<file path="config.mk">
export PLATFORM = sky130hd
export DESIGN_NAME = mast_cell
export DESIGN_NICKNAME = d
export VERILOG_FILES = /design/src/sv/mast_pkg.sv /design/src/sv/mast_cell.sv
export SDC_FILE = /design/constraint.sdc
export NUM_CORES = 1
export LEC_CHECK = 0
export ABC_AREA = 1
export BUFFER_PORTS_ARGS = -buffer_cell sky130_fd_sc_hd__buf_4
export CAP_MARGIN = 20
export CORE_MARGIN = 5
export CORE_UTILIZATION = 34
export CTS_BUF_LIST = sky130_fd_sc_hd__clkbuf_8
export DETAILED_ROUTE_END_ITERATION = 7
export GPL_TIMING_DRIVEN = 0
export PLACE_DENSITY = 0.5
export REMOVE_ABC_BUFFERS = 1
export SLEW_MARGIN = 20
export SYNTH_ARGS = -nofsm -noshare
export SYNTH_HDL_FRONTEND = slang
export SYNTH_SLANG_ARGS = --single-unit
</file>
<file path="constraint.sdc">
create_clock -name clk_i -period 7.9 [get_ports clk_i]
set_input_delay 1.58 -clock clk_i [delete_from_list [all_inputs] [get_ports clk_i]]
set_output_delay 1.58 -clock clk_i [all_outputs]
set_load 0.005 [all_outputs]
</file>
<file path="src/sv/mast_pkg.sv">
// shared types and constants of the mac address statistics table
package mast_pkg;

  localparam int unsigned TABLE_ENTRIES_DEF = 64;

  localparam int unsigned MAC_W  = 48;
  localparam int unsigned LEN_W  = 16;
  localparam int unsigned PKT_W  = 32;
  localparam int unsigned BYTE_W = 64;
  localparam int unsigned DEV_W  = 7;

  typedef enum logic [1:0] {
    ST_SKIPPED = 2'd0,
    ST_UPDATED = 2'd1,
    ST_ADDED   = 2'd2,
    ST_FULL    = 2'd3
  } status_e;

  // one lookup travelling down the cell chain
  typedef struct packed {
    logic                valid;
    logic                done;
    status_e             status;
    logic [MAC_W-1:0]    addr;
    logic [LEN_W-1:0]    len;
    logic [PKT_W-1:0]    pkts;
    logic [BYTE_W-1:0]   bytes;
  } item_t;

endpackage

</file>
<file path="src/sv/mast_cell.sv">
// one table entry with its match, learn and counter update logic
module mast_cell import mast_pkg::*; (
  input  logic  clk_i,
  input  logic  rst_ni,
  input  logic  adv_i,
  input  item_t item_i,
  output item_t item_o,
  output logic  valid_o
);

  logic              ent_valid_q, ent_valid_d;
  logic [MAC_W-1:0]  ent_addr_q, ent_addr_d;
  logic [PKT_W-1:0]  ent_pkts_q, ent_pkts_d;
  logic [BYTE_W-1:0] ent_bytes_q, ent_bytes_d;
  item_t             item_q, item_d;
  logic              hit, claim;
  logic [PKT_W-1:0]  pkts_inc;
  logic [BYTE_W-1:0] bytes_sum;

  assign hit   = ent_valid_q && item_i.valid && !item_i.done && (ent_addr_q == item_i.addr);
  // entries fill from cell 0 upward, so the first empty cell means a miss
  assign claim = !ent_valid_q && item_i.valid && !item_i.done;

  assign pkts_inc  = ent_pkts_q + PKT_W'(1);
  assign bytes_sum = ent_bytes_q + BYTE_W'(item_i.len);

  always_comb begin
    item_d      = item_i;
    ent_valid_d = ent_valid_q;
    ent_addr_d  = ent_addr_q;
    ent_pkts_d  = ent_pkts_q;
    ent_bytes_d = ent_bytes_q;
    priority if (hit) begin
      ent_pkts_d    = pkts_inc;
      ent_bytes_d   = bytes_sum;
      item_d.done   = 1'b1;
      item_d.status = ST_UPDATED;
      item_d.pkts   = pkts_inc;
      item_d.bytes  = bytes_sum;
    end else if (claim) begin
      ent_valid_d   = 1'b1;
      ent_addr_d    = item_i.addr;
      ent_pkts_d    = PKT_W'(1);
      ent_bytes_d   = BYTE_W'(item_i.len);
      item_d.done   = 1'b1;
      item_d.status = ST_ADDED;
      item_d.pkts   = PKT_W'(1);
      item_d.bytes  = BYTE_W'(item_i.len);
    end
  end

  always_ff @(posedge clk_i or negedge rst_ni) begin
    if (!rst_ni) begin
      ent_valid_q <= 1'b0;
      item_q      <= '0;
    end else if (adv_i) begin
      ent_valid_q <= ent_valid_d;
      item_q      <= item_d;
    end
  end

  always_ff @(posedge clk_i) begin
    if (adv_i) begin
      ent_addr_q  <= ent_addr_d;
      ent_pkts_q  <= ent_pkts_d;
      ent_bytes_q <= ent_bytes_d;
    end
  end

  assign item_o  = item_q;
  assign valid_o = ent_valid_q;

endmodule

</file>
-- After elaboration in Yosys (flattened, before gate mapping)
Cells that the tools add are included.
- bits in registers: 309
- bits of input ports: 167
- output and inout port bits: 165
- logic and storage cells: 33
- reductions and logical operators: 10
- bitwise operators: 1
- multiplexer cells: 8
- equal/unequal tests: 1
- add/sub/neg operators: 2
- operators by type and width (cell ; number):
    $mux 96 ; 2
    $mux 64 ; 2
    $add 64x16->64 ; 1
    $mux 32 ; 2
    $eq 48x48->1 ; 1
    $add 32x1->32 const B ; 1
    $mux 3 ; 2
    $logic_and 1x1->1 ; 5
    $reduce_and 3->1 ; 1
    $logic_not 1->1 ; 2
    $reduce_and 2->1 ; 1
    $reduce_bool 2->1 ; 1
    $not 1->1 ; 1

-- Depth between registers and ports, before layout
Gate-level depths: netlist of the first run.
- depth after elaboration: 5
- mapped depth: 17
- mapped depth without buffers: 17

-- Least setup slack after synthesis of the first run
No wires, ideal clock.
- path type: input -> register
- from: input item_i[154] (netlist name)
- to: register ent_bytes_q[0], enable pin
- path buffers: 3
- library setup time: 0.582 ns
- data required time: 7.318 ns
- path slack: 0.079 ns
- arrival: 7.239 ns
- cell stages on the path: 13
- cells stage by stage: inv_1 > nand2_1 > o21ai_0 > nor2_1 > nand2_1 > nor2_1 > nand2_1 > nor2_1 > nand2_2 > buf_6 > buf_6 > buf_6 > a21oi_1
- cells in the longest elaborated chain, start to end: 4
- ends and longest elaborated chain (element ; RTL line ; text):
    start: declaration ; mast_cell.sv:6 ; input item_t item_i,
    $eq 48x48->1 ; mast_cell.sv:20 ; assign hit = ent_valid_q && item_i.valid && !item_i.done && (ent_addr_q == item_i.addr);
    $logic_and 1x1->1 ; mast_cell.sv:20 ;
    $reduce_bool 2->1 (no source line) ; - ;
    $reduce_and 2->1 (no source line) ; - ;
    end signal: assignment ; mast_cell.sv:66 ; ent_bytes_q <= ent_bytes_d;
    end: declaration ; mast_cell.sv:14 ; logic [BYTE_W-1:0] ent_bytes_q, ent_bytes_d;
Every way passes these cells.
A chain may end at the register's enable or synchronous reset.

-- Worst setup path in the final report of the first run
- from: input item_i[154] (netlist name)
- to: register ent_bytes_q[2], enable pin
Same word-level chain as after synthesis.

==> impl_metrics.ini, run 1 <==
[sta]
period_share_pct = 51.1
finalMaxSlewViolations = 0
rsz0062_at_grt = false
setup_viol = 0
worst_pin_slew_ps = 1030
hold_violations = 0
max_freq_ghz = 0.248
setup_ws_ps = 3860
finalCriticalPeriod_ps = 4040
max-slew-margin-rel_pct = 31.1
fin_skew_ps = 42.5
tns_ps = 0

[setup_path]
path_class = input port to flop
r2r-start = ent_addr_q[34]
critPathLaunchType = input port
required_ps = 8250
crit_top_cell = buf_16
path_cells = buf_4 -> inv_1 -> nand2_1 -> o21ai_0 -> nor2_1 -> nand2_1 -> nor2_1 -> nand2_1 -> nor2_1 -> nand2_8 -> buf_16 -> a21oi_4 -> buf_16 -> buf_16 -> buf_16
max_stage_delay_ps = 440
startpoint = item_i[154]
slowest_stage = a21oi_4
worst-path-max-fanout = 89
cp_data_arrival_time_ps = 4390
reg2regPathDepth = 13
crit_path_end_kind = flop

[clocking]
cts_root_buffer = clkbuf_8
cts_tree = yes
worstSkewPairLatency_ps = 680
clock_path_buffers = 3
cts.reportedPaths.clkPinSlew_ps = 60
cts_buffers = 57
post-cts-setup-buffers = 0
cts_resized = 0
h-tree-depth = 2
cts_sinks = 309
cts_hold_buf = 0

[route]
first_pass_iters = 5
wl_microns = 61400
drc = 0
avgRoutedWirePerCell_microns = 16.9
ant_nets = 0
via_per_inst = 4.77
vias = 17300
drt_iter0_drc = 1119

[synth]
synth_top_area_cell = edfxtp_1
ys_ff_latch = 309
yosysUniqueCellTypes = 41
syn_inst = 2543
synth_ff_type = dfrtp_1
yosysTopAreaCellShare_pct = 23.6
synthArstFlopShare_pct = 53.4
synth_edf_count = 144
seq_area_frac_synth_pct = 46.2
ys_top_cells_by_area = edfxtp_1 (24%), dfrtp_1 (23%), nand2_1 (17%)
ys_top_cells_by_count = nand2_1 (821), nor2_1 (381), inv_1 (314)
netlist_area_sq_um = 18300
yosysMostFrequentCell = nand2_1
syn_area_per_cell_sq_um = 7.19
yosysWarnings = 0

[cells_and_area]
seqCellArea_sq_um = 8450
synthToLayoutAreaGrowth_pct = 26.1
multi_input_area_sq_um = 8340
drive_above_1_share_pct = 16.1
fill_cells = 5608
nets = 3059

[placement]
dp_slack_ps = 3160
hpwlAfterDp_microns = 46200
io_buffers = 331
place.gp.congestion = 0.889

[global_route]
grt_remaining_overflow = 0
grt_max_degree = 135
grt_pass1_wl_microns = 96500
antenna_found_initial = 2
grt_use_total_pct = 20.4
grt_pass1_vias = 16900

[die]
core_sq_um = 53600
die_area_sq_um = 58500
die_h_microns = 242
ios = 332
row_count = 85
initial_core_util_pct = 34.1
fp.dieW_microns = 242

[power]
leakage_uw = 0.0110
power.density_nw_per_um2 = 173
vdd_drop_max_uv = 100

[run_status]
outcome = complete, no violations

[min_path]
hold_path.class = flop to flop
min-delay-start = item_o[155]
hold_depth = 2

[job]
maxCapViolCount = 0
-- final cells by class --
type                    count  share of cell area, %
flip-flops and latches    309                   36.7
well taps                 696                   3.78
clock buffers              71                   4.24
inverters                 317                   5.20
diodes                      2                 0.0217
multi-input cells        1842                   36.2
clock inverters            36                   1.26
repair buffers            347                   12.7
-- placed cells by master (no fill, tap or decap), drive strengths merged, types with 4 or more instances in the layout --
master / instances
ha: 17
edfxtp: 144
nand3: 199
inv: 340
nor2: 391
o21ai: 114
and3: 10
clkbuf: 71
nand3b: 4
dfrtp: 165
buf: 347
nor3b: 10
xor2: 38
or2: 7
bufinv: 5
nand4: 31
a21oi: 81
clkinv: 8
nand2: 825
o21a: 5
nor3: 72
xnor2: 20
nor4: 5
-- report_power, final --
group	leakage [uW]	internal, uW	total (uW)	switching, uW
registers	0.00344	1750	1800	45.1
clock network	0.000726	976	1730	755
logic	0.00688	222	448	226
total	0.0110	2950	3980	1030
-- per-layer routing --
metal / vias up / track usage, % / share of wire (%)
met5: - / 0 / 0
met4: 0 / 4.95 / 2.3
met3: 80 / 4.44 / 6.4
met2: 459 / 31.5 / 44
met1: 7962 / 29.3 / 48
li1: 8754 / - / -
-- registers in the layout, indices dropped and copies added (netlist names) --
| signal | count |
|---|---|
| ent_bytes_q | 64 |
| item_o | 164 |
| ent_pkts_q | 32 |
| valid_o | 1 |
| ent_addr_q | 48 |
-- cell families after synthesis --
group,count (synthesis),share of synthesized area (%)
flip-flops,309,46.2
AND/OR/NAND/NOR,1557,35.4
XOR/XNOR,58,2.78
buffers and inverters,392,8.40
AO/OA/AOI/OAI,209,5.93
adder cells (fa/ha/maj),18,1.27
-- path summary, 6_finish.rpt --
| path | end | slack (ps) |
|---|---|---|
| max | ent_bytes_q[2] | 3860 |
| min | item_o[155] | 470 |
| max reg2reg | ent_bytes_q[2] | 4490 |
| min reg2reg | item_o[155] | 470 |
| max in group asynchronous | item_o[68] | 6370 |
| min in group asynchronous | item_o[96] | 820 |
-- stage by stage --
step / util (%) / power [uW] / instance area, sq um / hold WS [ps] / cells
floorplan: - / 1990 / 17900 / 465 / 2468
global placement: 39.7 / 2280 / 21300 / 455 / 3495
detailed placement: 40.7 / 2290 / 21800 / 460 / 3511
CTS: 43.0 / 4050 / 23100 / 475 / 3618
global route: 43.0 / 4180 / 23100 / 497 / 3619
finish: 43.0 / 3980 / 23100 / 470 / 3620
-- worst max-delay path, delay by kind of cell --
kind | cells | cell delay, ps
AOI/OAI and AO/OA | 2 | 520
buffers and inverters | 6 | 1050
and+or+nand+nor | 7 | 1070
(Power assumes the default switching activity.)
==> inputs of run 2 (changes only) <==
==> constraint.sdc (replaced) <==
create_clock -name clk_i -period 3.9 [get_ports clk_i]
set_input_delay 0.78 -clock clk_i [delete_from_list [all_inputs] [get_ports clk_i]]
set_output_delay 0.78 -clock clk_i [all_outputs]
set_load 0.005 [all_outputs]
==> run 2 against run 1 <==
  * Clock skew increased by 3.7 ps
  * First-iteration DRC count increased by 5.5%
  * Die area unchanged
  * Non-clock buffer count increased by 1
  * Worst hold slack got worse by 180 ps
  * Total power increased by 100%
  * Clock power increased by 100%
  * Via count increased by 0.34%
  * Largest power group unchanged
==> impl_metrics.ini, run 2 (synthesis results as in run 1) <==
[die]
row_count = 85
core_sq_um = 53600
fp.dieW_microns = 242
ios = 332
initial_core_util_pct = 34.1
die_area_sq_um = 58500
die_h_microns = 242

[cells_and_area]
synthToLayoutAreaGrowth_pct = 26.1
fill_cells = 5607
fin_cells = 3621
nets = 3060
layout_commonest_cell = nand2_1
final_cell_mix = nand2_1 (820), nor2_1 (381), inv_1 (332)
drive_above_1_share_pct = 16.1
largest_register_ffs = 164

[global_route]
grt_use_total_pct = 20.4
grt_pass1_vias = 16900
busiest_layer = met2
grt_pass1_wl_microns = 96500
grtUsageMet2_pct = 31.6
use_met1_pct = 29.3
grt_max_degree = 135
antenna_found_initial = 2
use_met3_pct = 4.42
grt_remaining_overflow = 0

[setup_path]
startpoint = ent_addr_q[34]
endpoint = ent_bytes_q[2]
reg2reg_slack_ps = 490
path_cells = nand2_1 -> nand2_1 -> nor2_1 -> nand2_1 -> nor2_1 -> nand2_1 -> nor2_1 -> nand2_8 -> buf_16 -> a21oi_4 -> buf_16 -> buf_16 -> buf_16
crit_path_end_kind = flop
path_class = flop to flop
reg2regPathDepth = 13
max_stage_delay_ps = 450
critPathLaunchType = flop
r2r-start = ent_addr_q[34]
slowest_stage = a21oi_4
required_ps = 4260
cp_data_arrival_time_ps = 3770
worst-path-max-fanout = 89
r2r-end = ent_bytes_q[2]

[min_path]
hold_path.class = input port to flop
hold_depth = 1

[placement]
dp_cells = 3511
hpwlAfterDp_microns = 46200
io_buffers = 331
place.gp.congestion = 0.889

[clocking]
worstSkewPairLatency_ps = 690
cts_resized = 0
cts_tree = yes
cts_buffers = 57
clock_path_buffers = 3
cts_sinks = 309
cts.reportedPaths.clkPinSlew_ps = 60
cts_root_buffer = clkbuf_8
h-tree-depth = 2

[sta]
max_freq_ghz = 0.293
finalMaxSlewViolations = 0
tns_ps = 0
period_share_pct = 87.5
hold_violations = 0
setup_viol = 0
rsz0062_at_grt = false
fin_skew_ps = 46.2
max-slew-margin-rel_pct = 30.0
worst_pin_slew_ps = 1050
finalCriticalPeriod_ps = 3410

[route]
drc = 0
wl_microns = 61300
avgRoutedWirePerCell_microns = 16.9
drt_iter0_drc = 1180
via_per_inst = 4.78
ant_nets = 0
first_pass_iters = 7
vias = 17300

[run_status]
outcome = complete, no violations

[power]
power.density_nw_per_um2 = 349
leakage_uw = 0.0110
vdd_drop_max_uv = 203

[job]
maxCapViolCount = 0
run 2: cell types whose count changed in the layout (fill, tap and decap cells not counted), sizes merged:
| cell | before | now |
|---|---|---|
| dlygate4sd3 | 0 | 1 |
run 2: how the worst min path moves through the flow:
| stage | from | slack [ps] | to |
|---|---|---|---|
| after floorplan | item_o[116] | 470 | item_o[116] |
| final | item_i[124] | 290 | ent_addr_q[12] |
| after detailed placement | item_o[144] | 460 | item_o[144] |
| after global routing | item_i[133] | 240 | ent_addr_q[21] |
| after CTS | item_i[133] | 220 | ent_addr_q[21] |
| after global placement | item_o[155] | 460 | item_o[155] |
run 2: routing by layer:
layer | up-vias | wire length [microns]
met1 | 8008 | 29500
met3 | 82 | 3680
met4 | 0 | 1400
met5 | - | 0
met2 | 463 | 26800
li1 | 8760 | -
run 2: layout make-up:
| type | instances | area, sq um | area share, % |
|---|---|---|---|
| Sequential cell | 309 | 8450 | 36.6 |
| Multi-Input combinational cell | 1842 | 8340 | 36.1 |
| Timing Repair Buffer | 348 | 2940 | 12.7 |
| Inverter | 317 | 1200 | 5.20 |
| Clock buffer | 71 | 977 | 4.24 |
| Tap cell | 696 | 871 | 3.77 |
| Clock inverter | 36 | 290 | 1.26 |
| Antenna cell | 2 | 5.00 | 0.0217 |
run 2: critical path: cells and delay by family (launching register included):
family | cells | cell delay [ps]
flops | 1 | 390
buf+inv | 4 | 890
simple gates | 8 | 1210
compound gates | 1 | 450
run 2: where the power goes:
| part | internal, uW | leakage (uW) | switching (uW) | total, uW |
|---|---|---|---|---|
| clock | 1980 | 0.000726 | 1530 | 3510 |
| sequential | 3550 | 0.00344 | 91.2 | 3640 |
| combinational | 450 | 0.00688 | 459 | 909 |
| total | 5980 | 0.0110 | 2080 | 8060 |
run 2: metrics by stage:
stage / hold slack [ps] / worst slack [ps] / util [%] / area, sq um / total power (uW)
after floorplan: 465 / -4210 / - / 17900 / 4030
after global placement: 455 / -10220 / 39.7 / 21300 / 4610
after detailed placement: 460 / -39.0 / 40.7 / 21800 / 4630
after CTS: 224 / 417 / 43.0 / 23100 / 8200
after global routing: 237 / 194 / 43.0 / 23100 / 8480
final: 285 / 486 / 43.0 / 23100 / 8060
run 2: repair_timing:
action	CTS	global route
endpoints found under the hold margin	36	0
setup buffers	0	0
hold buffers	1	0
==> inputs of run 3 (changes only) <==
--- a/config.mk
+++ b/config.mk
@@ -5,15 +5,16 @@
 export SDC_FILE = /design/constraint.sdc
 export NUM_CORES = 1
 export LEC_CHECK = 0
-export ABC_AREA = 1
 export BUFFER_PORTS_ARGS = -buffer_cell sky130_fd_sc_hd__buf_4
 export CAP_MARGIN = 20
+export CORE_ASPECT_RATIO = 2
 export CORE_MARGIN = 5
 export CORE_UTILIZATION = 34
 export CTS_BUF_LIST = sky130_fd_sc_hd__clkbuf_8
+export CTS_CLUSTER_DIAMETER = 120
 export DETAILED_ROUTE_END_ITERATION = 7
 export GPL_TIMING_DRIVEN = 0
-export PLACE_DENSITY = 0.5
+export PLACE_DENSITY = 0.51
 export REMOVE_ABC_BUFFERS = 1
 export SLEW_MARGIN = 20
 export SYNTH_ARGS = -nofsm -noshare
==> run 3 against run 2 <==
  * Combinational power grew 23%
  * Fmax shrank 4.0%
  * Area after synthesis shrank 19%
  * Sequential share of layout area grew 7.4 points
  * Total power shrank 6.4%
  * Final cell count shrank 37%
  * Critical path type unchanged
  * Largest cell class unchanged
  * Routed wire length shrank 26%
==> impl_metrics.ini, run 3 <==
[clocking]
cts_tree = yes
cts_sinks = 309
cts.reportedPaths.clkPinSlew_ps = 70
h-tree-depth = 2
clock_path_buffers = 3
cts_buffers = 48
worstSkewPairLatency_ps = 580
cts_root_buffer = clkbuf_8

[synth]
ys_top_cells_by_count = dfrtp_1 (165), edfxtp_1 (144), nor2_1 (136)
yosysMostFrequentCell = dfrtp_1
synth_edf_count = 144
synth_top_area_cell = edfxtp_1
yosysTopAreaCellShare_pct = 29.1
seq_area_frac_synth_pct = 56.8
ys_top_cells_by_area = edfxtp_1 (29%), dfrtp_1 (28%), xnor2_1 (6.1%)
synthArstFlopShare_pct = 53.4
synth_ff_type = dfrtp_1
yosysUniqueCellTypes = 61
syn_inst = 1333
syn_area_per_cell_sq_um = 11.2
netlist_area_sq_um = 14900
yosysWarnings = 0
ys_ff_latch = 309

[setup_path]
r2r-end = ent_bytes_q[1]
r2r-start = ent_addr_q[22]
worst-path-max-fanout = 56
cp_data_arrival_time_ps = 3830
reg2reg_slack_ps = 340
reg2regPathDepth = 12
crit_path_end_kind = flop
critPathLaunchType = flop
required_ps = 4170
path_class = flop to flop

[sta]
holdWs_ps = 397
setup_ws_ps = 344
finalCriticalPeriod_ps = 3560
max-slew-margin-rel_pct = 49.9
finalMaxSlewViolations = 0
hold_violations = 0
fin_skew_ps = 14.9
setup_viol = 0
max_freq_ghz = 0.281
period_share_pct = 91.2
worst_pin_slew_ps = 745
rsz0062_at_grt = false

[placement]
io_buffers = 331
dpl-instance-area_sq_um = 18200
dp_slack_ps = -1680
place.gp.congestion = 0.840
hpwlAfterDp_microns = 34400

[die]
fp.dieW_microns = 158
row_count = 108
die_area_sq_um = 48300
ios = 332
die_h_microns = 306
core_sq_um = 43400
initial_core_util_pct = 34.3

[cells_and_area]
final_area_sq_um = 19200
drive_above_1_share_pct = 31.3
fill_cells = 4146
largest_register_ffs = 164
utilization_pct = 44.2
seqCellArea_sq_um = 8450
nets = 1858
multi_input_area_sq_um = 6000
final_cell_mix = buf_4 (333), dfrtp_1 (165), edfxtp_1 (144)
layout_commonest_cell = buf_4
synthToLayoutAreaGrowth_pct = 29.0

[min_path]
min-delay-start = item_i[157]
hold_path.class = input port to flop
hold_end = ent_addr_q[45]
hold_depth = 1

[route]
wl_microns = 45400
ant_nets = 0
vias = 11400
first_pass_iters = 5
avgRoutedWirePerCell_microns = 20.1
drc = 0
via_per_inst = 5.04
drt_iter0_drc = 524

[power]
vdd_drop_max_uv = 288
leakage_uw = 0.00777
power.density_nw_per_um2 = 393

[global_route]
grt_max_degree = 105
grt_remaining_overflow = 0
antenna_found_initial = 2
grt_pass1_vias = 12200
grt_use_total_pct = 18.5
grt_pass1_wl_microns = 69900

[run_status]
outcome = complete, no violations

[job]
maxCapViolCount = 0
[run 3: changes by cell type after synthesis, sizes merged, moves of 17 or more]
cell	delta
nand2	-731
inv	-268
nor2	-253
nand3	-125
xnor2	+83
mux2	+80
o21ai	-70
nor3	-48
o221ai	+30
a31oi	+22
buf	-17
nor2b	+17
[run 3: worst max path at each step]
| stage | startpoint | end | slack (ps) | cells past startpoint |
|---|---|---|---|---|
| finish | ent_addr_q[22] | ent_bytes_q[1] | 340 | 12 |
| global route | ent_addr_q[22] | ent_bytes_q[0] | 120 | 12 |
| CTS | ent_addr_q[27] | ent_bytes_q[1] | 140 | 12 |
| detailed placement | item_i[139] | ent_bytes_q[4] | -1680 | 13 |
| global placement | item_i[139] | ent_bytes_q[1] | -14400 | 7 |
| floorplan | item_i[155] | ent_bytes_q[0] | -6580 | 6 |
[run 3: what timing repair did]
action | 4_1_cts | 5_1_grt
hold endpoints to repair | 19 | 0
gates resized for setup | 1 | 0
endpoints found under the setup margin | 170 | 0
buffers inserted | 3 | 0
hold buffers | 1 | 0
[run 3: cell type report]
cell class                      instances  area share [%]
Sequential cell                       309            44.1
Inverter                               49           0.959
Timing Repair Buffer                  357            15.3
Antenna cell                            1          0.0130
Tap cell                              550            3.59
Clock buffer                           57            4.09
Multi-Input combinational cell        908            31.3
Clock inverter                         33           0.731
[run 3: cells by family after synthesis]
kind of cell	Yosys count	synth area share (%)
AO/OA/AOI/OAI	231	9.68
adder cells (fa/ha/maj)	18	1.56
multiplexers	80	6.06
flip-flops	309	56.8
XOR/XNOR	137	8.07
buffers and inverters	116	3.01
AND/OR/NAND/NOR	442	14.8
[run 3: routing by layer]
metal | vias to the layer above | wire [microns] | global-route usage (%)
met4 | 2 | 1500 | 6.43
met3 | 94 | 3240 | 5.10
met5 | - | 13 | 0
met2 | 354 | 24600 | 34.6
met1 | 5507 | 16100 | 19.5
li1 | 5455 | - | -
[run 3: worst max-delay path, cell delays in order, from the launching register on]
cell	delay, ps
edfxtp_1	380
xnor2_1	250
nand4_1	130
nor4_2	560
nand4_1	260
buf_6	220
buf_6	160
buf_6	160
and2_4	250
buf_16	260
nor2b_4	190
buf_16	180
buf_12	190
[run 3: per-stage QoR]
stage / total power [uW] / instances / TNS (ps)
floorplan: 4240 / 1266 / -909180
global placement: 4930 / 2147 / -2728690
detailed placement: 4960 / 2169 / -225350
CTS: 7710 / 2263 / 0
global route: 7950 / 2264 / 0
finish: 7540 / 2264 / 0
[run 3: power by group]
part           internal [uW]  switching (uW)  total [uW]
Combinational            603             520        1120
Clock                   1330            1340        2670
Sequential              3630             122        3750
